$ cat src/design/twh_pkg.sv
// Shared types, constants and codes of the terrain-weighted wave height block.
// Used by twh_wave and the top level; depends on nothing.
`timescale 1ns / 1ps

package twh_pkg;

  localparam int MAX_WAVES_DEF = 8;
  localparam int GRID_MAX_DEF  = 256;
  localparam int HMAP_DEPTH    = 65536;
  localparam int HMAP_AW       = 16;
  localparam int ACC_W         = 52;
  localparam int TERM_W        = 48;

  localparam logic [31:0] INV_TWO_PI_Q32 = 32'd683565276;
  localparam logic [16:0] SIN_A          = 17'd102944;
  localparam logic [16:0] SIN_B          = 17'd42047;
  localparam logic [16:0] SIN_C          = 17'd4640;

  localparam logic [3:0]  RST_WAVE_COUNT  = 4'd3;
  localparam logic [31:0] RST_TERRAIN_SIZE = 32'd16777216;
  localparam logic [8:0]  RST_GRID        = 9'd256;

  typedef enum logic [1:0] {
    OP_LOAD_HEIGHT = 2'd0,
    OP_LOAD_WAVE   = 2'd1,
    OP_TICK        = 2'd2,
    OP_QUERY       = 2'd3
  } op_e;

  typedef enum logic [2:0] {
    CFG_WAVE_COUNT  = 3'd0,
    CFG_ORIGIN_X    = 3'd1,
    CFG_ORIGIN_Z    = 3'd2,
    CFG_TERRAIN_SIZE = 3'd3,
    CFG_GRID_X      = 3'd4,
    CFG_GRID_Z      = 3'd5
  } cfg_idx_e;

  typedef struct packed {
    op_e                op;
    logic signed [31:0] pos_x;
    logic signed [31:0] pos_z;
    logic [15:0]        height_slot;
    logic signed [15:0] height_value;
    logic [2:0]         wave_slot;
    logic signed [15:0] dir_x;
    logic signed [15:0] dir_z;
    logic [15:0]        wave_amp;
    logic [17:0]        wave_len;
    logic [15:0]        wave_speed;
    logic [31:0]        time_delta;
  } item_t;

  typedef struct packed {
    logic signed [31:0] offset_y;
    logic               was_query;
  } result_t;

  // One wave table entry as held in the wave memory.
  typedef struct packed {
    logic [31:0]        wnum;
    logic [15:0]        speed;
    logic [15:0]        amp;
    logic signed [15:0] dir_z;
    logic signed [15:0] dir_x;
  } wave_t;

  // Handshake between the sequencer and the per-wave term unit.
  typedef struct packed {
    logic                      done;
    logic signed [TERM_W-1:0]  term;
  } wave_res_t;

endpackage

$ cat src/design/twh_wave.sv
// Per-wave term unit: phase, quintic sine and amp*height*sine through one
// shared 33x33 signed multiplier, one product per cycle. Depends on twh_pkg.
`timescale 1ns / 1ps

module twh_wave (
  input  logic                clk_i,
  input  logic                rst_ni,
  input  logic                start_i,
  input  twh_pkg::wave_t      wave_i,
  input  logic signed [31:0]  pos_x_i,
  input  logic signed [31:0]  pos_z_i,
  input  logic [31:0]         time_i,
  input  logic signed [15:0]  height_i,
  output twh_pkg::wave_res_t  res_o
);
  import twh_pkg::*;

  typedef enum logic [13:0] {
    ST_IDLE = 14'b00000000000001,
    ST_DX   = 14'b00000000000010,
    ST_DZ   = 14'b00000000000100,
    ST_PLO  = 14'b00000000001000,
    ST_PHI  = 14'b00000000010000,
    ST_ST   = 14'b00000000100000,
    ST_TLO  = 14'b00000001000000,
    ST_THI  = 14'b00000010000000,
    ST_X2   = 14'b00000100000000,
    ST_T1   = 14'b00001000000000,
    ST_T2   = 14'b00010000000000,
    ST_Y    = 14'b00100000000000,
    ST_AH   = 14'b01000000000000,
    ST_TERM = 14'b10000000000000
  } st_e;

  st_e state_q, state_d;
  logic done_q;

  logic signed [32:0] ma, mb;
  logic signed [65:0] prod;

  logic signed [48:0] dot_q;
  logic [63:0]        plo_q;
  logic [31:0]        ps_q;
  logic [47:0]        st_q;
  logic [63:0]        tlo_q;
  logic [31:0]        ph_q;
  logic [16:0]        x_q, x2_q, t_q;
  logic signed [15:0] sin_q;
  logic signed [32:0] ah_q;
  logic signed [TERM_W-1:0] term_q;

  logic [16:0] x_c;
  logic [63:0] phi_sum, thi_sum;
  logic [31:0] pt_c;
  logic [16:0] y17;
  logic [15:0] y_cap;

  // Fold the phase into the first quarter turn.
  assign x_c = ph_q[30] ? (17'd65536 - {1'b0, ph_q[29:14]}) : {1'b0, ph_q[29:14]};

  always_comb begin
    ma = '0;
    mb = '0;
    unique case (state_q)
      ST_DX:   begin ma = 33'(wave_i.dir_x);          mb = 33'(pos_x_i); end
      ST_DZ:   begin ma = 33'(wave_i.dir_z);          mb = 33'(pos_z_i); end
      ST_PLO:  begin ma = {1'b0, dot_q[31:0]};        mb = {1'b0, wave_i.wnum}; end
      ST_PHI:  begin ma = 33'($signed(dot_q[48:32])); mb = {1'b0, wave_i.wnum}; end
      ST_ST:   begin ma = {17'b0, wave_i.speed};      mb = {1'b0, time_i}; end
      ST_TLO:  begin ma = {1'b0, st_q[31:0]};         mb = {1'b0, INV_TWO_PI_Q32}; end
      ST_THI:  begin ma = {17'b0, st_q[47:32]};       mb = {1'b0, INV_TWO_PI_Q32}; end
      ST_X2:   begin ma = {16'b0, x_c};               mb = {16'b0, x_c}; end
      ST_T1:   begin ma = {16'b0, SIN_C};             mb = {16'b0, x2_q}; end
      ST_T2:   begin ma = {16'b0, t_q};               mb = {16'b0, x2_q}; end
      ST_Y:    begin ma = {16'b0, t_q};               mb = {16'b0, x_q}; end
      ST_AH:   begin ma = {17'b0, wave_i.amp};        mb = 33'(height_i); end
      ST_TERM: begin ma = ah_q;                       mb = 33'(sin_q); end
      default: begin ma = '0;                         mb = '0; end
    endcase
  end

  assign prod = ma * mb;

  // Wrapped 64-bit phase products assembled from the two partial products.
  assign phi_sum = plo_q + {prod[31:0], 32'b0};
  assign thi_sum = tlo_q + {prod[31:0], 32'b0};
  assign pt_c    = thi_sum[55:24];
  assign y17     = prod[33:17];
  assign y_cap   = (y17 > 17'd32767) ? 16'd32767 : y17[15:0];

  always_comb begin
    state_d = state_q;
    unique case (state_q)
      ST_IDLE: if (start_i) state_d = ST_DX;
      ST_DX:   state_d = ST_DZ;
      ST_DZ:   state_d = ST_PLO;
      ST_PLO:  state_d = ST_PHI;
      ST_PHI:  state_d = ST_ST;
      ST_ST:   state_d = ST_TLO;
      ST_TLO:  state_d = ST_THI;
      ST_THI:  state_d = ST_X2;
      ST_X2:   state_d = ST_T1;
      ST_T1:   state_d = ST_T2;
      ST_T2:   state_d = ST_Y;
      ST_Y:    state_d = ST_AH;
      ST_AH:   state_d = ST_TERM;
      ST_TERM: state_d = ST_IDLE;
      default: state_d = ST_IDLE;
    endcase
  end

  always_ff @(posedge clk_i or negedge rst_ni) begin
    if (!rst_ni) begin
      state_q <= ST_IDLE;
      done_q  <= 1'b0;
    end else begin
      state_q <= state_d;
      done_q  <= (state_q == ST_TERM);
    end
  end

  always_ff @(posedge clk_i) begin
    if (state_q == ST_DX)   dot_q  <= prod[48:0];
    if (state_q == ST_DZ)   dot_q  <= dot_q + prod[48:0];
    if (state_q == ST_PLO)  plo_q  <= prod[63:0];
    if (state_q == ST_PHI)  ps_q   <= phi_sum[58:27];
    if (state_q == ST_ST)   st_q   <= prod[47:0];
    if (state_q == ST_TLO)  tlo_q  <= prod[63:0];
    if (state_q == ST_THI)  ph_q   <= ps_q - pt_c;
    if (state_q == ST_X2) begin
      x_q  <= x_c;
      x2_q <= prod[32:16];
    end
    if (state_q == ST_T1)   t_q    <= SIN_B - prod[32:16];
    if (state_q == ST_T2)   t_q    <= SIN_A - prod[32:16];
    if (state_q == ST_Y)    sin_q  <= ph_q[31] ? -$signed(y_cap) : $signed(y_cap);
    if (state_q == ST_AH)   ah_q   <= prod[32:0];
    if (state_q == ST_TERM) term_q <= prod[TERM_W-1:0];
  end

  assign res_o.done = done_q;
  assign res_o.term = term_q;

endmodule

$ cat config.mk
export PLATFORM = sky130hd
export DESIGN_NAME = twh_wave
export DESIGN_NICKNAME = d
export VERILOG_FILES = /design/src/design/twh_pkg.sv /design/src/design/twh_wave.sv
export SDC_FILE = /design/constraint.sdc
export NUM_CORES = 2
export LEC_CHECK = 0
export BUFFER_PORTS_ARGS = -buffer_cell sky130_fd_sc_hd__clkbuf_2
export CAP_MARGIN = 20
export CELL_PAD_IN_SITES_DETAIL_PLACEMENT = 1
export CELL_PAD_IN_SITES_GLOBAL_PLACEMENT = 2
export CORE_UTILIZATION = 42
export DETAILED_ROUTE_END_ITERATION = 10
export PLACE_DENSITY = 0.86
export SLEW_MARGIN = 15
export SYNTH_ARGS = -nofsm -noshare
export SYNTH_HDL_FRONTEND = slang
export SYNTH_SLANG_ARGS = --single-unit
export TNS_END_PERCENT = 50
$ cat constraint.sdc
create_clock -name clk_i -period 14.59 [get_ports clk_i]
set_input_delay 0 -clock clk_i [delete_from_list [all_inputs] [get_ports clk_i]]
set_output_delay 0 -clock clk_i [all_outputs]
set_load 0.05 [all_outputs]
# == Word-level counts from Yosys, hierarchy flattened ==
# Cells that the tools add are included.
# classes
addsub,8
n_mul,1
div_mod_pow,0
magnitude_cmp,1
n_eq_ne,15
shift,0
n_mux,11
bitwise_logic,0
reduce_logical,6
# op_table
operator,count
$pmux W33 S12,1
$pmux W33 S10,1
$pmux W14 S13,1
$mux W49,2
$add A59 B59 Y59,1
$mul A33 B33 Y59,1
$add A56 B56 Y56,1
$mux W17,3
$add A49 B49 Y49,1
$mux W16,2
$sub A32 B32 Y32,1
$gt A17 B15 Y1 const B,1
$sub A16 B17 Y17 const A,1
$sub A17 B16 Y17 const A,1
$sub A17 B17 Y17 const A,1
$neg A16 Y16,1
$eq A14 B1 Y1 const B,1
$eq A14 B10 Y1 const B,1
$eq A14 B11 Y1 const B,1
$eq A14 B12 Y1 const B,1
$eq A14 B13 Y1 const B,1
$eq A14 B14 Y1 const B,1
$eq A14 B2 Y1 const B,1
$eq A14 B3 Y1 const B,1
other kinds (10),14
# totals
ff_bits,439
latch_bits,0
ramBits,0
mem_bits_ro,0
input_bits,211
out_inout_bits,49
elab_cells,56
n_memories,0

# == Depth between registers and ports, before layout ==
# logic_depth
word_depth,8
ltp_mapped,54
mapped_depth_nobuf,51

# == Worst setup path after synthesis ==
# Ideal clock, no wire load.
# synth_timing
path_type,flip-flop to flip-flop
from,register state_q[4]
to,"register dot_q[46], data pin"
setup_time_ps,260
arrival_time_ps,12217
required_ps,14330
setup_slack_ps,2113
path_stages_with_launch,46
path_buffers,5
period_less_slack_ps,12477
cell_sequence,dfrtp_1 -> nor4_4 -> and4_1 -> clkbuf_1 -> clkbuf_1 -> clkbuf_1 -> a222oi_1 -> nand4_1 -> nand2b_1 -> clkbuf_1 -> nand2_1 -> fa_1 -> fa_1 -> inv_1 -> fa_1 -> inv_1 -> fa_1 -> inv_1 -> (+10 left out) -> a21oi_1 -> o21a_1 -> a41oi_2 -> nor2_2 -> xor2_1 -> inv_1 -> ha_1 -> and4_1 -> a221oi_1 -> nand2_1 -> o21a_1 -> a211oi_2 -> nor3b_1 -> or2_1 -> a31o_2 -> a211oi_1 -> xnor2_1 -> mux2_2
# synth_between
elab_chain_len,6
word_cells_on_any_way,23
cone_classes,add/sub: 1; mul: 1; eq/ne: 13; mux: 4; reduce/logical: 4
# synth_rtl
item,line_no,source
start: declaration,twh_wave.sv:35,"st_e state_q, state_d;"
start signal: assignment,twh_wave.sv:117,state_q <= state_d;
$eq A14 B11 Y1 (tied with other cells),twh_wave.sv:64,unique case (state_q)
$reduce_or A2 Y1 (no line),-,
$pmux W33 S12 / $pmux W33 S10 (equally long branches),twh_wave.sv:64,
$mul A33 B33 Y59 *,twh_wave.sv:82,assign prod = ma * mb;
via prod[20],twh_wave.sv:39,logic signed [65:0] prod;
$add A49 B49 Y49 *,twh_wave.sv:124,if (state_q == ST_DZ) dot_q <= dot_q + prod[48:0];
$mux W49 *,twh_wave.sv:124,
end signal: assignment,twh_wave.sv:123,if (state_q == ST_DX) dot_q <= prod[48:0];
end signal: assignment,twh_wave.sv:124,
end: declaration,twh_wave.sv:41,logic signed [48:0] dot_q;
# The timed path passes the listed nets; every way through them passes the cells marked *. The select of a mux whose other input is x is not followed.
# A chain may end at the register's enable or synchronous reset.

# == Worst setup path in the final report ==
# layout_timing
from,register state_q[8]
to,"register dot_q[48], data pin"
# The elaborated chain is that of the path after synthesis.

==> run summary <==
Status: complete, no violations
RSZ-0062 raised after global routing: false
Die ar.: 137500 µm²
Synth unique cells: 117
DP Area: 61420 µm²
Peak Freq: 71.20 MHz
Cells after Synth: 5966
Iteration-0 DRC Markers: 4787
Setup TNS: 0 ns
Largest net degree at the start of global routing: 68
Clock skew: 0.02544 ns
Total number of vias: 46850
Initial antenna violation count: 19
Routed WL: 230.2 mm
P&R area growth vs syn: 10.36%
H-tree depth: 2
CP startpoint kind: flip-flop
Max Cap Viol: 0
Final-report hold violation count: 0
DRC viols: 0
Worst slew pin tran: 1.317 ns
Post-DRT Antenna Nets: 0
Final period util: 0.9626
Critical Path RT: 14.87 ns
CTS root buf: clkbuf_16
Vias in the first global route: 50480
Share of post-route cells with drive strength above 1: 0.1052
Number of synthesized flops with an enable pin: 359
Yosys warning count: 0
Grt ovf: 0
# IOs: 260
Min Tclk post-route: 14.04 ns
Width of the die: 370.9 µm
Slowest-stage cell, CP: nand2_1
CP max FO: 21
Post CTS Setup Buffer Count: 0
Slew headroom: 0.1221
Cell Count, Final, Fillers Out: 8019
Routability cong.: 0.9970
FP Rows: 134
Mapped cell area: 57150 µm²
Num CTS Buffers: 41
TritonCTS Sinks: 374
Placed insts: 7932
1st-pass router iterations: 6
Port bufs: 259
Die Span Y: 370.9 µm
Count of pins over their slew limit: 0
PD cells: 99.15 nW/µm²
Global-route wire length before repair: 337.6 mm
Critical Path End Type: flip-flop
Setup violations, final: 0
Post-synth top area cell: fa_1
Clock latency on the worst-skew pair: 0.57 ns
Syn_nets: 7575
CP peak stage delay: 0.96 ns
Hold/Removal Path Class: in -> reg
GRT Total Usage: 0.3403
Clock transition at path regs: 0.07 ns
Total Power: 6253 µW
CTS tree: done
Register bit count reported by yosys: 374
Critical Path AT: 14.32 ns
Predominant post-synthesis flop cell: edfxtp_1
Mean Syn Cell Area: 9.579 µm²
Async SR Flop Fraction: 0.04011
Final Net Count: 7823
Maximum VDD drop: 0.00009901 V
Initial Util: 0.4255
DP Wirelength: 186.7 mm
CTS Buffer Depth: 3
WL/cell: 28.71 µm
Synth top area cells: fa_1 (37%), edfxtp_1 (19%), inv_1 (7.4%)
Crit Path Class: reg -> reg
Final Cell Area: 63070 µm²
Layout Utilization: 0.4696
Pleak: 0.02853 µW
Synth top area share: 0.3724
Post-synthesis sequential area ratio: 0.1952
Most used cell, CP: inv_1
Avg Vias per Cell: 5.842
Core footprint: 134300 µm²
## metrics by stage
step	hold slack, ns	worst slack (ns)
5_1_grt	0.1856	0.09888
2_1_floorplan	-0.2956	2.113
4_1_cts	0.1683	0.8693
6_report	0.1921	0.5452
3_5_place_dp	-0.04386	0.9785
3_3_place_gp	-0.05282	1.204
## power by group
group	switching, µW	total [µW]	internal (µW)	leakage, µW
Clock	483	1240	754	0.000747
Sequential	32.1	1390	1360	0.00351
Combinational	2470	3620	1150	0.0243
Total	2990	6250	3270	0.0285
## cells in the final DEF, fill, tap and decap left out, types with 14 or more instances in the layout
master and n:
fa_1 1063, nand2b_1 32, or3_1 29, clkbuf_16 43
a22oi_1 48, a21o_1 71, clkbuf_2 259, or2_2 14
a31oi_1 17, nand2_1 878, xor2_1 50, dfrtp_1 14
buf_4 209, o211ai_1 14, edfxtp_1 359, inv_1 1133
nand3_1 74, nor2b_1 23, nor3_1 60, o21ai_0 119
and2_1 35, nand4_1 37, nor2_1 553, o21bai_1 22
ha_1 335, and3_1 24, a222oi_1 55, a21oi_1 170
xnor2_1 143, o21a_1 26, and4_1 16
## state kept, by name, summed over array words and instances (netlist names), 14 cells and up
| name | flops |
|---|---|
| st_q | 48 |
| ah_q | 33 |
| term_q | 48 |
| x2_q | 17 |
| ph_q | 18 |
| state_q | 14 |
| dot_q | 49 |
| sin_q | 16 |
| tlo_q | 32 |
| x_q | 17 |
| plo_q | 32 |
| t_q | 17 |
| ps_q | 32 |
## Yosys cell counts (all sizes together) (39+ instances only)
cell type	n
a222oi	55
edfxtp	359
nand4	39
clkbuf	202
nor3	72
a21o	71
nor2	557
fa	1063
buf	72
xor2	52
ha	335
a21oi	171
nand2	880
a22oi	48
inv	1139
o21ai	127
nand3	75
xnor2	148
## cell type report
class	instances	area (µm²)
multi-input cells	4178	40830
clock buffers	48	1095
repair buffers	479	3024
fillers	15240	71230
flip-flops and latches	374	11160
inverters	1140	4280
clock inverters	28	456.7
diodes	4	10.01
well taps	1768	2212
## timing repair
| item | CTS | global route |
|---|---|---|
| hold buffers | 4 | 0 |
| endpoints found under the setup margin | 0 | 0 |
| hold endpoints to repair | 17 | 0 |
| resized for setup | 0 | 0 |
## critical path, delay by kind of cell, from the launching register on
family,cells,cell delay [ns]
flops,1,0.45
compound gates,14,3.50
fa+ha+maj,10,4.80
simple gates,11,3.93
buf+inv,11,0.97
xor+xnor,1,0.10
## cell families after synthesis
kind of cell	count (synthesis)	share of synthesized area
flip-flops	374	0.1952
AO/OA/AOI/OAI	707	0.08881
adder cells (fa/ha/maj)	1398	0.4457
multiplexers	11	0.002014
buffers and inverters	1414	0.09472
AND/OR/NAND/NOR	1862	0.1424
XOR/XNOR	200	0.03105
## worst paths after layout
| check | end | start | slack [ns] | depth (start not counted) |
|---|---|---|---|---|
| min | state_q[0] | start_i | 0.19 | 3 |
| max reg2reg | dot_q[48] | state_q[8] | 0.55 | 47 |
| min in group asynchronous | state_q[0] | rst_ni | 0.50 | 3 |
| max in group asynchronous | state_q[11] | rst_ni | 12.95 | 4 |
| min reg2reg | ps_q[4] | plo_q[31] | 0.43 | 0 |
| max | dot_q[48] | state_q[8] | 0.55 | 47 |
## metal layers
layer / part of all wire / GRT usage / up-vias
met3: 0.099 / 0.07016 / 505
li1: - / - / 19400
met5: 0.000056 / 0 / -
met1: 0.40 / 0.4581 / 24650
met4: 0.051 / 0.1468 / 2
met2: 0.45 / 0.5316 / 2299
Power figures use the tool's default switching activity.
