## config.mk

```make
export PLATFORM = sky130hd
export DESIGN_NAME = twh_div
export DESIGN_NICKNAME = d
export VERILOG_FILES = /design/src/design/twh_div.sv
export SDC_FILE = /design/constraint.sdc
export NUM_CORES = 1
export LEC_CHECK = 0
export ABC_AREA = 1
export BUFFER_PORTS_ARGS = -buffer_cell sky130_fd_sc_hd__buf_4
export CAP_MARGIN = 0
export CORE_AREA = 10 10 131 133
export CTS_CLUSTER_DIAMETER = 120
export CTS_CLUSTER_SIZE = 24
export DETAILED_ROUTE_END_ITERATION = 10
export DIE_AREA = 0 0 141 143
export GPL_TIMING_DRIVEN = 0
export PLACE_DENSITY = 0.79
export REMOVE_ABC_BUFFERS = 1
export SETUP_SLACK_MARGIN = 0.2
export SLEW_MARGIN = 20
export SYNTH_ARGS = -nofsm -noshare
export SYNTH_HDL_FRONTEND = slang
export SYNTH_SLANG_ARGS = --single-unit
```

## constraint.sdc

```tcl
create_clock -name clk_i -period 2.3 [get_ports clk_i]
set_input_delay 0.23 -clock clk_i [delete_from_list [all_inputs] [get_ports clk_i]]
set_output_delay 0.23 -clock clk_i [all_outputs]
set_load 0.05 [all_outputs]
```

## src/design/twh_div.sv

```systemverilog
// Restoring divider, one quotient bit per cycle, 32 quotient bits.
// The caller guarantees the quotient fits in 32 bits. Depends on nothing.
`timescale 1ns / 1ps

module twh_div (
  input  logic        clk_i,
  input  logic        rst_ni,
  input  logic        start_i,
  input  logic [63:0] dividend_i,
  input  logic [33:0] divisor_i,
  output logic        done_o,
  output logic [31:0] quotient_o
);

  logic        busy_q, busy_d;
  logic        done_q, done_d;
  logic [4:0]  cnt_q, cnt_d;
  logic [34:0] rem_q, rem_d;
  logic [31:0] sh_q, sh_d;
  logic [33:0] div_q, div_d;
  logic [34:0] trial;
  logic        ge;

  always_comb begin
    trial  = {rem_q[33:0], sh_q[31]};
    ge     = trial >= {1'b0, div_q};
    busy_d = busy_q;
    done_d = 1'b0;
    cnt_d  = cnt_q;
    rem_d  = rem_q;
    sh_d   = sh_q;
    div_d  = div_q;
    if (start_i) begin
      busy_d = 1'b1;
      cnt_d  = '0;
      rem_d  = {3'b0, dividend_i[63:32]};
      sh_d   = dividend_i[31:0];
      div_d  = divisor_i;
    end else if (busy_q) begin
      rem_d = ge ? (trial - {1'b0, div_q}) : trial;
      sh_d  = {sh_q[30:0], ge};
      cnt_d = cnt_q + 5'd1;
      if (cnt_q == 5'd31) begin
        busy_d = 1'b0;
        done_d = 1'b1;
      end
    end
  end

  always_ff @(posedge clk_i or negedge rst_ni) begin
    if (!rst_ni) begin
      busy_q <= 1'b0;
      done_q <= 1'b0;
      cnt_q  <= '0;
    end else begin
      busy_q <= busy_d;
      done_q <= done_d;
      cnt_q  <= cnt_d;
    end
  end

  always_ff @(posedge clk_i) begin
    rem_q <= rem_d;
    sh_q  <= sh_d;
    div_q <= div_d;
  end

  assign done_o     = done_q;
  assign quotient_o = sh_q;

endmodule

```

* After elaboration in Yosys (flattened, before gate mapping) *
Cells that the tools add are included.

word-level totals
  bits in registers = 107
  bits of input ports = 101
  output and inout bits = 33

cells by class
  add/sub/neg operators = 2
  magnitude comparators = 1
  equality and inequality tests = 1
  multiplexer cells = 13
  reduce and logical (&&, ||, !) cells = 1

operator list
  operator               count
  $mux W32               4
  $ge A35 B34 Y1         1
  $mux W34               1
  $sub A34 B34 Y34       1
  $mux W5                2
  $mux W1                6
  $add A5 B1 Y5 const B  1
  $eq A5 B5 Y1 const B   1
  $reduce_bool A2 Y1     1

* Longest topological paths before layout *
Gate-level depths: netlist of the first run.

  word-level depth = 4
  depth in mapped cells = 16

* Worst setup path before layout of the first run *
OpenSTA, ideal clock, no wires.

  path kind = register to register
  start = reg sh_q[31], in the netlist quotient_o[31]
  end = reg rem_q[28] (data pin)
  data arrival time = 2.233 ns
  data required time = 2.047 ns
  slack = -0.186 ns
  cell stages (with the launch flop) = 16
  period minus slack after synthesis = 2.486 ns
  path through = edfxtp_1 -> inv_1 -> ha_1 -> fa_1 -> nor2_1 -> o21ai_0 -> nand2_1 -> nand2_1 -> nand2_1 -> nand2_1 -> nand2_1 -> nand2_1 -> nand2_1 -> nand2_1 -> nand3_1 -> nand2_1

between the ends
  cells in the longest elaborated chain, start to end = 4
  elaborated cells between the ends (all ways) = 5

RTL lines
  element                                             line    text
  start, declared                                     19      logic [31:0] sh_q, sh_d;
  start signal, assigned                              64      sh_q <= sh_d;
  $sub A34 B34 Y34 or $ge A35 B34 Y1 (tied branches)  40, 26
  $mux W34 *                                          40      rem_d = ge ? (trial - {1'b0, div_q}) : trial;
  $mux W32 *                                          39      end else if (busy_q) begin
  $mux W32 *                                          33      if (start_i) begin
  via rem_d[28]                                       18      logic [34:0] rem_q, rem_d;
  end signal, assigned                                63      rem_q <= rem_d;
  end, declared                                       18

The timed path passes the listed nets; every way through them passes the cells marked *. The select of a mux whose other input is x is not followed.
A chain may end at the register's enable or synchronous reset.

* Worst setup path in the final report of the first run *
  start = reg rem_q[12]
  end = reg rem_q[10] (data pin)

between the ends
  cells in the longest elaborated chain, start to end = 4

RTL lines
  element         line  text
  $ge A35 B34 Y1  26    ge = trial >= {1'b0, div_q};
  $mux W34        40
  $mux W32        39
  $mux W32        33
  via rem_d[10]   18

The timed path passes the listed nets, and every way through them passes these cells. The select of a mux whose other input is x is not followed.

==> results of run 1 <==
## area by class of cell
| class | count | share of cell area |
|---|---|---|
| Sequential cell | 107 | 0.309 |
| Inverter | 164 | 0.0607 |
| Clock inverter | 6 | 0.00772 |
| Timing Repair Buffer | 180 | 0.142 |
| Multi-Input combinational cell | 712 | 0.436 |
| Tap cell | 184 | 0.0225 |
| Clock buffer | 10 | 0.0224 |
## state kept, by name, summed over array words and instances (netlist names)
| signal | count |
|---|---|
| rem_q | 34 |
| done_o | 1 |
| div_q | 34 |
| quotient_o | 32 |
| cnt_q | 5 |
| busy_q | 1 |
## logic make-up after synthesis
kind of cell,Yosys count,share of synthesized area
AND/OR/NAND/NOR,602,0.351
flip-flops,107,0.425
AO/OA/AOI/OAI,48,0.0377
adder cells (fa/ha/maj),37,0.0634
buffers and inverters,188,0.103
XOR/XNOR,17,0.0201
## repair_timing
action	4_1_cts	5_1_grt
resized for setup	130	45
setup endpoints to repair	35	35
hold endpoints to repair	7	0
setup buffers	35	10
pin swaps	74	47
hold buffers	1	0
gates cloned	8	0
## layout by cell type (no fill, tap or decap), types with 4 or more instances in the layout
master / count
inv_2: 18
nand3b_1: 37
nand3_2: 14
nor2_1: 36
nor2_4: 9
o21ai_0: 9
nand4_1: 6
nand3_1: 47
nand2_1: 358
buf_4: 170
clkbuf_16: 9
a21oi_1: 23
nor3_1: 8
nand2_2: 54
nor2_2: 7
buf_12: 5
edfxtp_1: 98
o21bai_1: 4
inv_1: 143
nand2_4: 14
ha_1: 6
xnor2_1: 14
dfrtp_1: 7
ha_4: 28
nand2_8: 10
## stage by stage
step                      TNS, ns  setup WS (ns)  hold WS (ns)  power, mW  instances
after floorplan             -3.77         -0.216       -0.0656       6.85        975
after global placement    -147.86          -1.47        0.0484       8.18       1292
after detailed placement   -28.63         -0.805        0.0481       8.26       1293
after CTS                       0         0.0287        0.0148       12.0       1353
after global routing        -3.50         -0.142        0.0176       13.4       1363
final                      -0.588        -0.0499        0.0258       12.6       1363
## synth_stat cells, types with 2 or more instances
cell,n
a21oi_1,24
a21oi_2,2
a31oi_1,2
and3_1,2
buf_1,3
buf_2,3
buf_4,6
buf_8,2
clkbuf_1,9
dfrtp_1,7
dfxtp_1,2
edfxtp_1,98
ha_1,36
inv_1,152
inv_2,11
nand2_1,422
nand2_2,5
nand3_1,61
nand3b_1,37
nand4_1,6
nor2_1,44
nor2_2,6
nor2_4,2
nor3_1,10
nor4_1,2
o21ai_0,10
o21ai_1,2
o21bai_1,4
xnor2_1,14
xor2_1,3
## power by group through the flow
stage / Clock, mW / Sequential (mW) / Combinational [mW]
finish: 1.68 / 2.96 / 7.96
detailed placement: 0 / 2.86 / 5.40
CTS: 1.72 / 2.95 / 7.29
global placement: 0 / 2.86 / 5.33
floorplan: 0 / 3.01 / 3.84
global route: 1.78 / 3.00 / 8.61
## metal layers
layer	track usage	routed length (um)	vias to the layer above
met5	0	0	-
met4	0.0750	584	0
met3	0.0756	2000	46
met2	0.368	11000	249
met1	0.278	9750	3343
li1	-	-	3515
## how the worst max path moves through the flow
stage | slack [ns] | cells after the start | to
6_report | -0.05 | 12 | rem_q[10]
2_1_floorplan | -0.22 | 15 | rem_q[28]
3_3_place_gp | -1.47 | 3 | quotient_o[27]
3_5_place_dp | -0.80 | 11 | rem_q[26]
4_1_cts | 0.03 | 14 | rem_q[21]
5_1_grt | -0.14 | 15 | rem_q[24]
==> impl_metrics.env, run 1 <==
export IMPL_status="finished with violations"
export IMPL_violations="negative setup slack"
export IMPL_die_area_sq_mm=0.0202
export IMPL_synth_distinct_cells=42
export IMPL_r2r_end="rem_q[10]"
export IMPL_crit_path_cell_trace="ha_4 -> nand2_2 -> inv_2 -> nand2_2 -> nor2_2 -> nor3b_4 -> a21oi_4 -> buf_12 -> nand2_8 -> nand2_2 -> nand3_1 -> nand2_1"
export IMPL_critPathMaxStageDelay_ns=0.49
export IMPL_dominantRegCellSynth="edfxtp_1"
export IMPL_cpLargestDelayFamily="simple AND/OR/NAND/NOR gates"
export IMPL_swShare=0.466
export IMPL_multi_input_area_sq_mm=0.00445
export IMPL_crit_top_cell="nand2_2"
export IMPL_p_clk_frac=0.134
export IMPL_combPwrFrac=0.631
export IMPL_finalClockSkew_ns=0.0166
export IMPL_synthTopCellsByArea="edfxtp_1, nand2_1, inv_1"
export IMPL_die_w_um=141
export IMPL_p_seq_frac=0.235
export IMPL_viasPerCell=5.25
export IMPL_grt_first_pass_wirelength_um=36600
export IMPL_fin_util=0.708
export IMPL_fmax_mhz=426
export IMPL_seq_area_sq_mm=0.00316
export IMPL_synthCells=999
export IMPL_synth_top_area_cell="edfxtp_1"
export IMPL_endpoint_kind="register"
export IMPL_fillCellCount=1147
export IMPL_final_max_slew_viol_count=0
export IMPL_path_clk_slew_ns=0.09
export IMPL_wirelength_um=23400
export IMPL_core_area_sq_mm=0.0144
export IMPL_syn_avg_cell_area_sq_um=7.43
export IMPL_finalCriticalPeriod_ns=2.35
export IMPL_leakage_nw=5.11
export IMPL_cp_startpoint="rem_q[12]"
export IMPL_cts_max_level=3
export IMPL_relSlewSlack=0.465
export IMPL_synth_edff_count=98
export IMPL_grt_pass1_vias=7128
export IMPL_insertion_delay_ns=0.37
export IMPL_cts_root_buf="clkbuf_16"
export IMPL_die_y_um=143
export IMPL_peakVddDrop_mv=0.613
export IMPL_ios=134
export IMPL_vias=7153
export IMPL_cts_buffers=9
export IMPL_core_rowCount=44
export IMPL_hold_path_end="div_q[18]"
export IMPL_required_ns=2.41
export IMPL_hold_viol_final=0
export IMPL_synth_seq_cells=107
export IMPL_place_area_sq_mm=0.00854
export IMPL_hp_start="divisor_i[18]"
export IMPL_crit_fanout=8
export IMPL_timing_final_setup_violations=26
export IMPL_portBuffers=133
export IMPL_layout_nets=1312
export IMPL_gr_total_overflow=0
export IMPL_place_hpwl_um=14800
export IMPL_areaGrowthSynthToFinish_pct=37.6
export IMPL_yosysWarnings=0
export IMPL_place_gp_congestion=0.919
export IMPL_antenna_diode_count=0
export IMPL_critical_path_n_buffers_inverters=2
export IMPL_hp_class="in2reg"
export IMPL_clk_path_buf_depth=2
export IMPL_syn_area_sq_mm=0.00743
export IMPL_wl_per_cell_um=17.1
export IMPL_first_iter_violations=579
export IMPL_antenna_found_initial=0
export IMPL_design_area_sq_mm=0.0102
export IMPL_drtAntennaViolNets=0
export IMPL_fin_crit_sh=1.02
export IMPL_layout_drive_gt1_share=0.310
export IMPL_grt_util_all_layers=0.227
export IMPL_r2r_start="rem_q[12]"
export IMPL_start_util=0.515
export IMPL_rsz0062_at_grt="yes"
export IMPL_rrSetupSlack_ns=-0.05
export IMPL_whs_path_depth=1
export IMPL_cts_sinks=107
export IMPL_setup_ws_ns=-0.0499
export IMPL_startpoint_type="register"
export IMPL_powerDensity_mw_per_mm2=1230
export IMPL_synth_top_area_share=0.396
export IMPL_tightest_slew_ns=0.803
export IMPL_tritoncts="done"
export IMPL_worst_path_max_delay_cell="edfxtp_1"
export IMPL_worstPathArrival_ns=2.46
export IMPL_drc=0
export IMPL_maxCapViolations=0
export IMPL_p_switching_mw=5.88
export IMPL_r2r_cells=12
export IMPL_crit_type="reg2reg"
export IMPL_grt_max_degree=105
export IMPL_ys_async_sr_fraction=0.0654
export IMPL_first_pass_iters=7
export IMPL_p_int_mw=6.73
export IMPL_seq_area_frac_synth=0.425
(Power assumes the default switching activity.)
==> run 2: changes to the inputs <==
Settings changed: CELL_PAD_IN_SITES_DETAIL_PLACEMENT set to 2, CELL_PAD_IN_SITES_GLOBAL_PLACEMENT set to 2, CORE_AREA 10 10 131 133 to 10 10 172 174, DIE_AREA 0 0 141 143 to 0 0 182 184, PLACE_DENSITY 0.79 to 0.78.
==> impl_metrics.env, run 2 (synthesized netlist as in run 1, its figures left out) <==
export IMPL_rsz0062_at_grt="yes"
export IMPL_first_pass_iters=5
export IMPL_areaGrowthSynthToFinish_pct=42.9
export IMPL_setup_ws_ns=-0.254
export IMPL_place_area_sq_mm=0.00878
export IMPL_crit_fanout=7
export IMPL_grt_first_pass_wirelength_um=47400
export IMPL_timing_final_setup_violations=35
export IMPL_cts_max_level=3
export IMPL_antenna_diode_count=0
export IMPL_viasPerCell=5.00
export IMPL_finalClockSkew_ns=0.0166
export IMPL_maxCapViolations=0
export IMPL_first_iter_violations=447
export IMPL_status="finished with violations"
export IMPL_hp_class="in2reg"
export IMPL_die_w_um=182
export IMPL_fin_crit_sh=1.11
export IMPL_place_hpwl_um=19500
export IMPL_fillCellCount=2891
export IMPL_grt_max_degree=105
export IMPL_core_area_sq_mm=0.0259
export IMPL_drtAntennaViolNets=0
export IMPL_cts_buffers=9
export IMPL_worstPathArrival_ns=2.69
export IMPL_cts_sinks=107
export IMPL_core_rowCount=59
export IMPL_antenna_found_initial=0
export IMPL_violations="negative setup slack"
export IMPL_die_area_sq_mm=0.0335
export IMPL_powerDensity_mw_per_mm2=1310
export IMPL_wl_per_cell_um=22.7
export IMPL_final_setup_tns_ns=-6.92
export IMPL_design_area_sq_mm=0.0106
export IMPL_layout_nets=1321
export IMPL_path_clk_slew_ns=0.09
export IMPL_final_common_cell="nand2_1"
export IMPL_dp_slack_ns=-0.633
export IMPL_insertion_delay_ns=0.38
export IMPL_ios=134
export IMPL_wirelength_um=34500
export IMPL_grt_util_all_layers=0.178
export IMPL_tightest_slew_ns=0.855
export IMPL_tritoncts="done"
export IMPL_endpoint_kind="register"
export IMPL_die_y_um=184
export IMPL_place_gp_congestion=0.861
export IMPL_vias=7608
export IMPL_drc=0
export IMPL_start_util=0.287
export IMPL_peakVddDrop_mv=0.490
export IMPL_cts_root_buf="clkbuf_16"
export IMPL_leakage_nw=5.17
export IMPL_layout_drive_gt1_share=0.323
export IMPL_fmax_mhz=392
export IMPL_final_max_slew_viol_count=0
export IMPL_finalCriticalPeriod_ns=2.55
export IMPL_grt_pass1_vias=8379
export IMPL_crit_type="reg2reg"
export IMPL_portBuffers=133
export IMPL_relSlewSlack=0.430
export IMPL_final_cell_mix="nand2_1, buf_4, inv_1"
export IMPL_gr_total_overflow=0
export IMPL_hold_viol_final=0
export IMPL_clk_path_buf_depth=2
export IMPL_startpoint_type="register"
export IMPL_required_ns=2.44
==> run 2: changes by cell type in the layout (fill, tap and decap cells not counted), moves of 4 or more <==
| cell | delta |
|---|---|
| inv_1 | -8 |
| inv_2 | +8 |
| nand2_1 | +5 |
| nand2_2 | -4 |
| nand3_1 | +4 |
| nand3_2 | -4 |
| nor2_1 | -6 |
==> run 2: what timing repair did <==
action / CTS / global route
hold buffers: 1 / 0
gates cloned: 10 / 2
buffers inserted: 17 / 31
resized for setup: 115 / 84
setup endpoints to repair: 35 / 35
hold endpoints to repair: 7 / 0
pin swaps: 40 / 55
==> run 2: metal layers <==
| layer | wire (um) | track usage | vias to the layer above |
|---|---|---|---|
| li1 | - | - | 3533 |
| met1 | 13700 | 0.204 | 3758 |
| met2 | 16900 | 0.309 | 244 |
| met3 | 2490 | 0.0575 | 73 |
| met4 | 1460 | 0.0576 | 0 |
| met5 | 0 | 0 | - |
==> run 2: where the power goes <==
group / switching [mW] / internal, mW
Combinational: 5.63 / 3.59
Clock: 0.876 / 0.767
Sequential: 0.361 / 2.63
==> run 2: final timing paths <==
check | startpoint | endpoint | slack (ns) | depth (start not counted)
setup / recovery | rem_q[14] | rem_q[3] | -0.25 | 12
hold / removal | divisor_i[23] | div_q[23] | 0.02 | 1
setup reg to reg | rem_q[14] | rem_q[3] | -0.25 | 12
hold reg to reg | rem_q[32] | rem_q[32] | 0.50 | 2
max in group asynchronous | rst_ni | cnt_q[4] | 1.95 | 2
min in group asynchronous | rst_ni | cnt_q[0] | 0.22 | 2
==> run 2: layout make-up <==
class / count / area (sq um) / area share
clock inverters: 6 / 61.3 / 0.00578
multi-input cells: 713 / 4510 / 0.425
well taps: 335 / 419 / 0.0395
repair buffers: 188 / 1610 / 0.152
clock buffers: 10 / 229 / 0.0216
inverters: 164 / 621 / 0.0585
flip-flops and latches: 107 / 3160 / 0.298
==> run 2: through the flow <==
| step | hold slack [ns] | cells | total power, mW | util |
|---|---|---|---|---|
| 2_1_floorplan | -0.0656 | 975 | 6.85 | - |
| 3_3_place_gp | 0.0502 | 1443 | 8.43 | 0.336 |
| 3_5_place_dp | 0.0518 | 1446 | 8.72 | 0.339 |
| 4_1_cts | 0.0128 | 1490 | 12.2 | 0.386 |
| 5_1_grt | 0.0115 | 1523 | 14.7 | 0.409 |
| 6_report | 0.0207 | 1523 | 13.9 | 0.409 |
==> run 2: critical path: stages (launching register included) <==
cell	delay, ns
edfxtp_1	0.46
ha_4	0.36
nand2_4	0.06
inv_2	0.08
nand2_4	0.06
nor2_4	0.16
nor3b_4	0.36
a21oi_4	0.12
clkbuf_16	0.23
nand2_4	0.16
nand2_1	0.10
nand3_1	0.08
nand2_1	0.06
