--- src/design/twh_ram.sv ---
// Generic single-write, single-read synchronous RAM with a registered read.
// Depends on nothing.
`timescale 1ns / 1ps

module twh_ram #(
  parameter int Width = 32,
  parameter int Depth = 8,
  localparam int Aw = (Depth > 1) ? $clog2(Depth) : 1
) (
  input  logic             clk_i,
  input  logic             we_i,
  input  logic [Aw-1:0]    waddr_i,
  input  logic [Width-1:0] wdata_i,
  input  logic             re_i,
  input  logic [Aw-1:0]    raddr_i,
  output logic [Width-1:0] rdata_o
);

  logic [Width-1:0] mem_q [Depth];
  logic [Width-1:0] rdata_q;

  always_ff @(posedge clk_i) begin
    if (we_i) begin
      mem_q[waddr_i] <= wdata_i;
    end
    if (re_i) begin
      rdata_q <= mem_q[raddr_i];
    end
  end

  assign rdata_o = rdata_q;

endmodule

--- config.mk ---
export PLATFORM = sky130hd
export DESIGN_NAME = twh_ram
export DESIGN_NICKNAME = d
export VERILOG_FILES = /design/src/design/twh_ram.sv
export SDC_FILE = /design/constraint.sdc
export NUM_CORES = 1
export LEC_CHECK = 0
export ABC_AREA = 1
export BUFFER_PORTS_ARGS = -buffer_cell sky130_fd_sc_hd__buf_2
export CORE_MARGIN = 2
export CORE_UTILIZATION = 61
export DETAILED_ROUTE_END_ITERATION = 8
export PLACE_DENSITY = 0.92
export SLEW_MARGIN = 0
export SYNTH_ARGS = -nofsm -noshare
export SYNTH_HDL_FRONTEND = slang
export SYNTH_SLANG_ARGS = --single-unit
--- constraint.sdc ---
create_clock -name clk_i -period 3.1 [get_ports clk_i]
set_input_delay 0.93 -clock clk_i [delete_from_list [all_inputs] [get_ports clk_i]]
set_output_delay 0.93 -clock clk_i [all_outputs]
set_load 0.02 [all_outputs]
Yosys cells after proc, flatten, opt, wreduce, memory -nomap -nowiden --
Memory sizes are Yosys's and may differ from the RTL's. A register that Yosys moved wholly into a read port is not among the register bits. Cells that the tools add are included.
Word-level totals: register bits 0, memory bits (writable) 256, memories 1, word-level logic and storage cells 3, input port bits 41, output and inout port bits 32
Operators by class: muxes and demuxes 2
Memories:
- mem_q | words 8, width 32, rd ports 1, clocked after memory_dff 1, write ports 1, line 19 | logic [Width-1:0] mem_q [Depth];
Operators with widths (count):
- $mux W1 | 2

Logic depth before layout (Yosys ltp) --
Gate-level depths: netlist of run 1.
depth after elaboration 2, gate-level depth with buffers 8, gate-level depth less buffers 6

Least setup slack after synthesis of run 1 --
Ideal clock, no wire load.
kind input to register, start point input port waddr_i[0], end point memory mem_q[0][0], enable pin, arrival 2.426 ns, path slack 0.253 ns, setup time 0.421 ns, stages 3, cell sequence inv_1 nand2_1 nor2_1
RTL lines:
- start: declaration | line 12 | input logic [Aw-1:0] waddr_i,
- end: declaration | line 19
Straight into the memory's write port.

Worst setup path in the final report of run 1 --
start point register rdata_q[6], in the netlist rdata_o[6] (read register of mem_q), end point output port rdata_o[6]
RTL lines:
- start: declaration | line 20 | logic [Width-1:0] rdata_q;
- end: declaration | line 16 | output logic [Width-1:0] rdata_o
No word-level cell between the ends.

==> results of run 1 <==
area by class of cell:
class,count,area [µm²]
clock inverter,18,238
fill,1235,5680
inverter,262,985
sequential,288,8650
multi-input combinational,558,2310
tap,265,332
timing repair buffer,91,593
clock buffer,33,741
logic make-up (layout without fill, tap and decap cells):
logic type	Yosys count	in the layout	synth area share
AND/OR/NAND/NOR	558	558	0.185
flip-flops	288	288	0.709
buffers and inverters	310	404	0.106
through the flow:
stage	hold slack (ns)	worst slack [ns]	cell area (µm²)
after floorplan	0.662	0.253	12200
after global placement	0.675	0.810	12900
after detailed placement	0.689	0.777	12900
after CTS	0.637	0.994	13900
after global routing	0.658	0.979	13900
final	0.665	1.01	13900
path summary, 6_finish.rpt:
path	startpoint	to	slack, ns
min	wdata_i[15]	mem_q[6][15]	0.66
max	rdata_o[6]	rdata_o[6]	1.01
max reg2reg	mem_q[3][0]	rdata_o[0]	1.98
min reg2reg	mem_q[2][21]	rdata_o[21]	0.70
placed cells by master (no fill, tap or decap):
master      instances
inv_1             260
clkinv_1            4
nor2_4              8
clkinv_2            8
nand3_1           128
buf_2              71
inv_2               1
buf_12              7
nand2_1           422
edfxtp_1          288
bufinv_16           6
clkbuf_16          29
buf_4              13
clkbuf_1            4
clkinvlp_4          1
where the power goes:
part	leakage [nW]	total, mW	switching, mW	internal, mW
sequential	2.64	4.49	0.0403	4.45
combinational	3.20	0.581	0.415	0.166
clock	0.481	3.58	1.38	2.20
flip-flops by register name, indices dropped and copies added (netlist names):
signal	cells
mem_q	256
rdata_o	32
layer usage:
| metal | track usage | share of wire |
|---|---|---|
| met1 | 0.333 | 0.36 |
| met2 | 0.419 | 0.50 |
| met3 | 0.0401 | 0.11 |
| met4 | 0.106 | 0.030 |
| met5 | 0 | 0 |
==> flow_summary_export.csv, run 1 <==
group,metric,value,unit
critical_path,crit_chain,"buf_2",
critical_path,cp-end-kind,"output port",
timing,finalSetupTns,0,ns
final_layout,post-route-util,0.709,
synthesis,ys_top_cells_by_area,"edfxtp_1 (71%), nand2_1 (13%), inv_1 (8.0%)",
clock_network,path_clk_slew,0.06,ns
status,status,"finished, final reports clean",
critical_path,rr_worst_depth,6,
final_layout,fin_nets,1270,
global_route,grt_antenna_before_repair,0,
timing,min_period,2.09,ns
place,gp_congestion,0.726,
min_path,min_path_cells,1,
critical_path,critPathBufInv,1,
critical_path,path_class,"reg -> out",
final_layout,layout.cells.non_filler,1515,
synthesis,synth_edf_count,288,
clock_network,cts_buffer_depth,3,
global_route,grt_pass1_vias,8121,
timing,hold_violations,0,
job,maxCapViolCount,0,
clock_network,h-tree-depth,1,
routing,vias,8158,
synthesis,seq_area_frac_synth,0.709,
synthesis,synthTopCellsByCount,"nand2_1 (422), edfxtp_1 (288), inv_1 (260)",
power,power_density,624,mW/mm²
critical_path,crit_family,"flip-flops",
critical_path,startpoint_type,"register",
power,p_total,8.65,mW
timing,setup_violations,0,
timing,tightest_slew,0.836,ns
synthesis,syn_area_per_cell,10.5,µm²
synthesis,syn_nets,1197,
floorplanning,die-area,0.0211,mm²
routing,drtAntennaViolNets,0,
routing,route.detailed.drc,0,
timing,report.final.slew_viol_count,0,
timing,rsz0062_at_grt,"no",
final_layout,area_growth,13.6,%
clock_network,clk_latency,0.53,ns
synthesis,ys_ff_latch,288,
clock_network,cts_tree,"yes",
synthesis,ys_warn_count,0,
synthesis,synth_top_cell_area_share,0.709,
clock_network,ctsHoldBuffers,0,
critical_path,crit_slowest_cell,"edfxtp_1",
min_path,min_path_type,"in -> reg",
routing,detail_route.wl_per_cell,17.4,µm
final_layout,num_antenna_cells,0,
routing,wirelength,26300,µm
routing,vias_per_cell,5.38,
synthesis,synth-async-reset-ratio,0,
clock_network,cts_setup_buffers,0,
critical_path,critPathMaxStageDelay,0.44,ns
critical_path,worstPathArrival,1.16,ns
timing,relSlewSlack,0.443,
floorplanning,chipWidth,145,µm
synthesis,ys_types,11,
clock_network,numCtsBuffers,28,
floorplanning,initial_core_util,0.624,
critical_path,cp.depth,1,
timing,max_clock_freq,479,MHz
global_route,track_usage,0.251,
floorplanning,dieHeight,145,µm
power,ir_drop,0.447,mV
routing,dr.pass1.iters,5,
synthesis,yosysMostFrequentCell,"nand2_1",
global_route,grt_max_degree,93,
global_route,grt.overflow.total,0,
place,dp_hpwl,13700,µm
place,place_inst,1464,
floorplanning,rows,51,
clock_network,cts_resized,0,
routing,drtIter0Drc,949,
power,power_leakage,6.32,nW
timing,clock_skew,0.00726,ns
place,io_buffers,72,
floorplanning,num_io_pins,73,
clock_network,clkSinkCount,288,
synthesis,yosys.area.top_type,"edfxtp_1",
final_layout,drive_above_1_share,0.115,
clock_network,root_buffer,"clkbuf_16",
synthesis,syn_area,0.0122,mm²
critical_path,cp.required,2.17,ns
timing,post-route-period-util,0.674,
global_route,grt_pass1_wl,41500,µm
synthesis,synth_flop_cell,"edfxtp_1",
critical_path,cp_max_fo,1,
floorplanning,fp.coreArea,0.0195,mm²
synthesis,synthCells,1156,
(Power assumes the default switching activity.)
==> run 2: changes to the inputs <==
--- a/config.mk
+++ b/config.mk
@@ -5,12 +5,12 @@
 export SDC_FILE = /design/constraint.sdc
 export NUM_CORES = 1
 export LEC_CHECK = 0
-export ABC_AREA = 1
+export ABC_AREA = 0
 export BUFFER_PORTS_ARGS = -buffer_cell sky130_fd_sc_hd__buf_2
 export CORE_MARGIN = 2
-export CORE_UTILIZATION = 61
+export CORE_UTILIZATION = 54
 export DETAILED_ROUTE_END_ITERATION = 8
-export PLACE_DENSITY = 0.92
+export PLACE_DENSITY = 0.87
 export SLEW_MARGIN = 0
 export SYNTH_ARGS = -nofsm -noshare
 export SYNTH_HDL_FRONTEND = slang
==> constraint.sdc (replaced) <==
create_clock -name clk_i -period 1.65 [get_ports clk_i]
set_input_delay 0.495 -clock clk_i [delete_from_list [all_inputs] [get_ports clk_i]]
set_output_delay 0.495 -clock clk_i [all_outputs]
set_load 0.02 [all_outputs]
==> flow_summary_export.csv, run 2 <==
group,metric,value,unit
critical_path,critPathCapture,"rdata_o[28]",
global_route,grt_pass1_wl,31400,µm
floorplanning,dieHeight,145,µm
clock_network,root_buffer,"clkbuf_16",
critical_path,path_class,"reg -> out",
synthesis,ys_warn_count,0,
timing,max_clock_freq,610,MHz
timing,setup_violations,0,
routing,route.detailed.drc,0,
synthesis,synth_top_cell_area_share,0.802,
timing,hold_violations,0,
critical_path,cp_max_fo,1,
timing,report.final.slew_viol_count,0,
timing,relSlewSlack,0.829,
critical_path,critPathMaxStageDelay,0.46,ns
clock_network,cts_buffer_depth,3,
critical_path,cp-end-kind,"output port",
critical_path,cp.required,1.15,ns
critical_path,cp.depth,1,
routing,vias_per_cell,5.85,
timing,post-route-period-util,0.993,
synthesis,yosysMostFrequentCell,"edfxtp_1",
final_layout,final_common_cell,"edfxtp_1",
synthesis,synthTopCellsByCount,"edfxtp_1 (288), mux4_1 (40), mux2_2 (32)",
critical_path,crit_family,"flip-flops",
final_layout,fin_nets,571,
synthesis,seq_area_frac_synth,0.802,
final_layout,layout.cells.non_filler,813,
timing,finalSetupTns,0,ns
status,status,"finished, final reports clean",
floorplanning,die-area,0.0211,mm²
critical_path,critPathLaunch,"rdata_o[28]",
routing,dr.pass1.iters,6,
final_layout,num_antenna_cells,0,
place,place_area,0.0118,mm²
critical_path,crit_slowest_cell,"edfxtp_1",
critical_path,rr_endpoint,"rdata_o[31]",
min_path,hold_start,"wdata_i[1]",
power,ir_drop,0.912,mV
final_layout,largest_reg_flops,256,
clock_network,cts_tree,"yes",
clock_network,numCtsBuffers,27,
synthesis,syn_area,0.0108,mm²
routing,wirelength,21200,µm
power,power_leakage,4.12,nW
final_layout,final_cell_mix,"edfxtp_1 (288), buf_2 (69), mux4_2 (60)",
critical_path,startpoint_type,"register",
global_route,grt_pass1_vias,5119,
clock_network,ctsHoldBuffers,0,
critical_path,ff2ff_setup_slack,0.10,ns
floorplanning,fp.coreArea,0.0195,mm²
floorplanning,initial_core_util,0.552,
place,gp_congestion,0.711,
critical_path,timing.rr.start,"mem_q[1][31]",
timing,fin_ws,0.0117,ns
clock_network,clkSinkCount,288,
synthesis,synthCells,415,
synthesis,ys_types,12,
timing,min_period,1.64,ns
floorplanning,rows,51,
synthesis,yosys.area.top_type,"edfxtp_1",
clock_network,path_clk_slew,0.06,ns
timing,rsz0062_at_grt,"yes",
place,io_buffers,72,
routing,drtAntennaViolNets,0,
synthesis,ys_top_cells_by_area,"edfxtp_1 (80%), mux4_1 (9.7%), mux4_2 (5.0%)",
min_path,min_path_type,"in -> reg",
place,place_inst,766,
timing,tightest_slew,0.257,ns
synthesis,synth_flop_cell,"edfxtp_1",
synthesis,synth_edf_count,288,
routing,detail_route.wl_per_cell,26.1,µm
global_route,grt_antenna_before_repair,1,
routing,drtIter0Drc,490,
clock_network,clk_latency,0.51,ns
clock_network,h-tree-depth,1,
final_layout,drive_above_1_share,0.431,
critical_path,critPathBufInv,1,
timing,clock_skew,0.00860,ns
floorplanning,num_io_pins,73,
final_layout,area_growth,16.4,%
final_layout,regMostFlops,"mem_q",
floorplanning,chipWidth,145,µm
place,dp_hpwl,11600,µm
power,power_density,1190,mW/mm²
global_route,track_usage,0.201,
synthesis,synth-async-reset-ratio,0,
job,maxCapViolCount,0,
place,place_ws,-0.364,ns
critical_path,rr_worst_depth,2,
critical_path,worstPathArrival,1.14,ns
synthesis,syn_area_per_cell,26.0,µm²
global_route,grt_max_degree,35,
synthesis,syn_nets,456,
global_route,grt.overflow.total,0,
critical_path,crit_chain,"buf_6",
final_layout,final_area,0.0126,mm²
routing,vias,4759,
synthesis,ys_ff_latch,288,
[run 2: changes by cell type after synthesis, sizes merged]
cell	change
buf	-24
clkbuf	-6
inv	-262
mux2	+32
mux4	+64
nand2	-420
nand2b	+3
nand3	-128
nor2	-2
nor3	+2
[run 2: worst min-delay path by stage]
stage | end | depth (start not counted)
2_1_floorplan | mem_q[0][0] | 0
3_3_place_gp | rdata_o[1] | 2
3_5_place_dp | rdata_o[14] | 2
4_1_cts | mem_q[5][28] | 1
5_1_grt | mem_q[2][18] | 1
6_report | mem_q[6][1] | 1
[run 2: repair_timing]
action                                 4_1_cts  5_1_grt
setup buffers                                0        0
pin swaps                                    0        0
endpoints found under the hold margin        0        0
gates resized for setup                      2        2
setup endpoints to repair                    1        2
gates cloned                                 0        0
[run 2: per-stage QoR]
step	util	total power, mW	hold WS, ns
after detailed placement	0.602	9.51	0.744
after global routing	0.643	15.4	0.244
after floorplan	-	9.12	0.594
final	0.643	14.9	0.244
after CTS	0.643	15.1	0.220
after global placement	0.602	9.45	0.731
[run 2: cell type report]
type	instances	area [µm²]
clock buffer	35	706
fill	1231	6970
tap	265	332
clock inverter	12	73.8
multi-input combinational	109	1970
sequential	288	8650
timing repair buffer	104	828
[run 2: per-layer routing]
layer,part of all wire,track usage,vias up
li1,-,-,2004
met1,0.39,0.265,2541
met2,0.53,0.353,177
met3,0.060,0.0386,35
met4,0.020,0.0485,2
met5,0.00033,0,-
[run 2: report_power, final]
| part | switching (mW) | internal (mW) | total [mW] |
|---|---|---|---|
| clock network | 2.43 | 3.14 | 5.57 |
| registers | 0.0857 | 8.36 | 8.45 |
| logic | 0.501 | 0.427 | 0.928 |
[run 2: cell families after synthesis]
group	share of synthesized area
DFF	0.802
muxes	0.181
buffers and inverters	0.0118
and+or+nand+nor	0.00545
[run 2: worst register-to-register path: stages, from the launching register on]
cell	delay, ns
edfxtp_1	0.42
mux4_1	0.58
mux2_2	0.30
==> run 3: changes to the inputs <==
--- a/config.mk
+++ b/config.mk
@@ -5,12 +5,12 @@
 export SDC_FILE = /design/constraint.sdc
 export NUM_CORES = 1
 export LEC_CHECK = 0
-export ABC_AREA = 0
+export ABC_AREA = 1
 export BUFFER_PORTS_ARGS = -buffer_cell sky130_fd_sc_hd__buf_2
 export CORE_MARGIN = 2
-export CORE_UTILIZATION = 54
+export CORE_UTILIZATION = 55
 export DETAILED_ROUTE_END_ITERATION = 8
-export PLACE_DENSITY = 0.87
+export PLACE_DENSITY = 0.88
 export SLEW_MARGIN = 0
 export SYNTH_ARGS = -nofsm -noshare
 export SYNTH_HDL_FRONTEND = slang
==> flow_summary_export.csv, run 3 (same netlist as run 1, synthesis figures left out) <==
group,metric,value,unit
routing,drtIter0Drc,883,
routing,vias_per_cell,5.26,
critical_path,path_class,"reg -> out",
power,power_density,1090,mW/mm²
timing,post-route-period-util,0.998,
timing,clock_skew,0.00841,ns
routing,detail_route.wl_per_cell,17.6,µm
power,p_total,15.3,mW
critical_path,critPathBufInv,1,
status,status,"finished, final reports clean",
floorplanning,dieHeight,153,µm
timing,rsz0062_at_grt,"yes",
critical_path,worstPathArrival,1.15,ns
critical_path,crit_family,"flip-flops",
floorplanning,chipWidth,153,µm
timing,finalSetupTns,0,ns
place,gp_congestion,0.801,
global_route,grt_pass1_wl,42600,µm
clock_network,root_buffer,"clkbuf_16",
clock_network,h-tree-depth,1,
routing,dr.pass1.iters,5,
floorplanning,rows,54,
critical_path,cp_max_fo,1,
routing,vias,8139,
timing,tightest_slew,0.393,ns
clock_network,ctsHoldBuffers,0,
critical_path,crit_chain,"buf_2",
clock_network,numCtsBuffers,28,
floorplanning,fp.coreArea,0.0218,mm²
floorplanning,die-area,0.0234,mm²
job,maxCapViolCount,0,
clock_network,cts_buffer_depth,3,
power,p_int,11.9,mW
global_route,grt.overflow.total,0,
critical_path,critPathMaxStageDelay,0.43,ns
global_route,grt_max_degree,51,
final_layout,area_growth,15.0,%
place,io_buffers,72,
global_route,grt_pass1_vias,8341,
power,p_seq_frac,0.551,
critical_path,cp.required,1.15,ns
floorplanning,initial_core_util,0.559,
global_route,track_usage,0.234,
final_layout,final_common_cell,"nand2_1",
clock_network,cts_resized,2,
power,combPwrFrac,0.077,
timing,setup_violations,0,
power,p_clk_frac,0.372,
routing,wirelength,27300,µm
critical_path,startpoint_type,"register",
clock_network,clkSinkCount,288,
global_route,grt_antenna_before_repair,3,
timing,hold_violations,0,
place,dp_hpwl,15700,µm
power,power_leakage,6.37,nW
clock_network,path_clk_slew,0.06,ns
critical_path,cp-end-kind,"output port",
clock_network,cts_setup_buffers,0,
routing,drtAntennaViolNets,0,
power,switchingPower,3.40,mW
final_layout,fin_nets,1287,
final_layout,drive_above_1_share,0.119,
final_layout,largest_reg_flops,256,
final_layout,regMostFlops,"mem_q",
power,switching_share,0.222,
timing,relSlewSlack,0.738,
min_path,min_path_type,"in -> reg",
routing,route.detailed.drc,0,
final_layout,final_cell_mix,"nand2_1 (422), edfxtp_1 (288), inv_1 (260)",
power,ir_drop,0.846,mV
final_layout,post-route-util,0.642,
floorplanning,num_io_pins,73,
timing,min_period,1.65,ns
critical_path,crit_slowest_cell,"edfxtp_1",
timing,report.final.slew_viol_count,0,
clock_network,clk_latency,0.54,ns
clock_network,cts_tree,"yes",
timing,max_clock_freq,607,MHz
[run 3: cell count changes in the layout (fill, tap and decap cells not counted), sizes merged, moves of 4 or more]
cell	previous run	this run
nand2	2	422
inv	0	261
nand3	0	128
mux4	64	0
mux2	32	0
buf	104	108
[run 3: power groups by stage]
stage / Clock, mW / Sequential, mW / Combinational, mW
after floorplan: 0 / 8.65 / 0.595
after global placement: 0 / 8.57 / 1.09
after detailed placement: 0 / 8.58 / 1.15
after CTS: 5.73 / 8.43 / 1.17
after global routing: 6.02 / 8.45 / 1.30
final: 5.69 / 8.43 / 1.18
[run 3: path summary, 6_finish.rpt]
path / slack [ns] / endpoint / start / cells after the start
hold / removal: 0.22 / mem_q[1][3] / wdata_i[3] / 1
hold reg to reg: 0.71 / rdata_o[24] / mem_q[4][24] / 6
setup / recovery: 0.003 / rdata_o[29] / rdata_o[29] / 1
setup reg to reg: 0.55 / rdata_o[30] / mem_q[0][30] / 6
[run 3: metal layers]
metal | part of all wire | wire length (µm) | GRT usage | vias up
li1 | - | - | - | 3793
met4 | 0.036 | 985 | 0.0961 | 0
met1 | 0.36 | 9730 | 0.285 | 3796
met2 | 0.52 | 14200 | 0.418 | 450
met5 | 0 | 0 | 0 | -
met3 | 0.085 | 2320 | 0.0343 | 100
[run 3: cell type report]
class / instances / area [µm²]
Sequential cell: 288 / 8650
Clock inverter: 12 / 52.6
Inverter: 262 / 985
Antenna cell: 3 / 7.51
Multi-Input combinational cell: 558 / 2310
Tap cell: 280 / 350
Fill cell: 1487 / 7800
Timing Repair Buffer: 108 / 908
Clock buffer: 36 / 752
[run 3: stage by stage]
step | std cells | cell area, µm² | setup WS (ns) | hold slack, ns
3_3_place_gp | 1496 | 13200 | 0.0390 | 0.683
4_1_cts | 1544 | 14000 | -0.00168 | 0.212
2_1_floorplan | 1156 | 12200 | -0.285 | 0.594
6_report | 1547 | 14000 | 0.00347 | 0.225
5_1_grt | 1546 | 14000 | -0.0176 | 0.224
3_5_place_dp | 1496 | 13200 | -0.00190 | 0.690
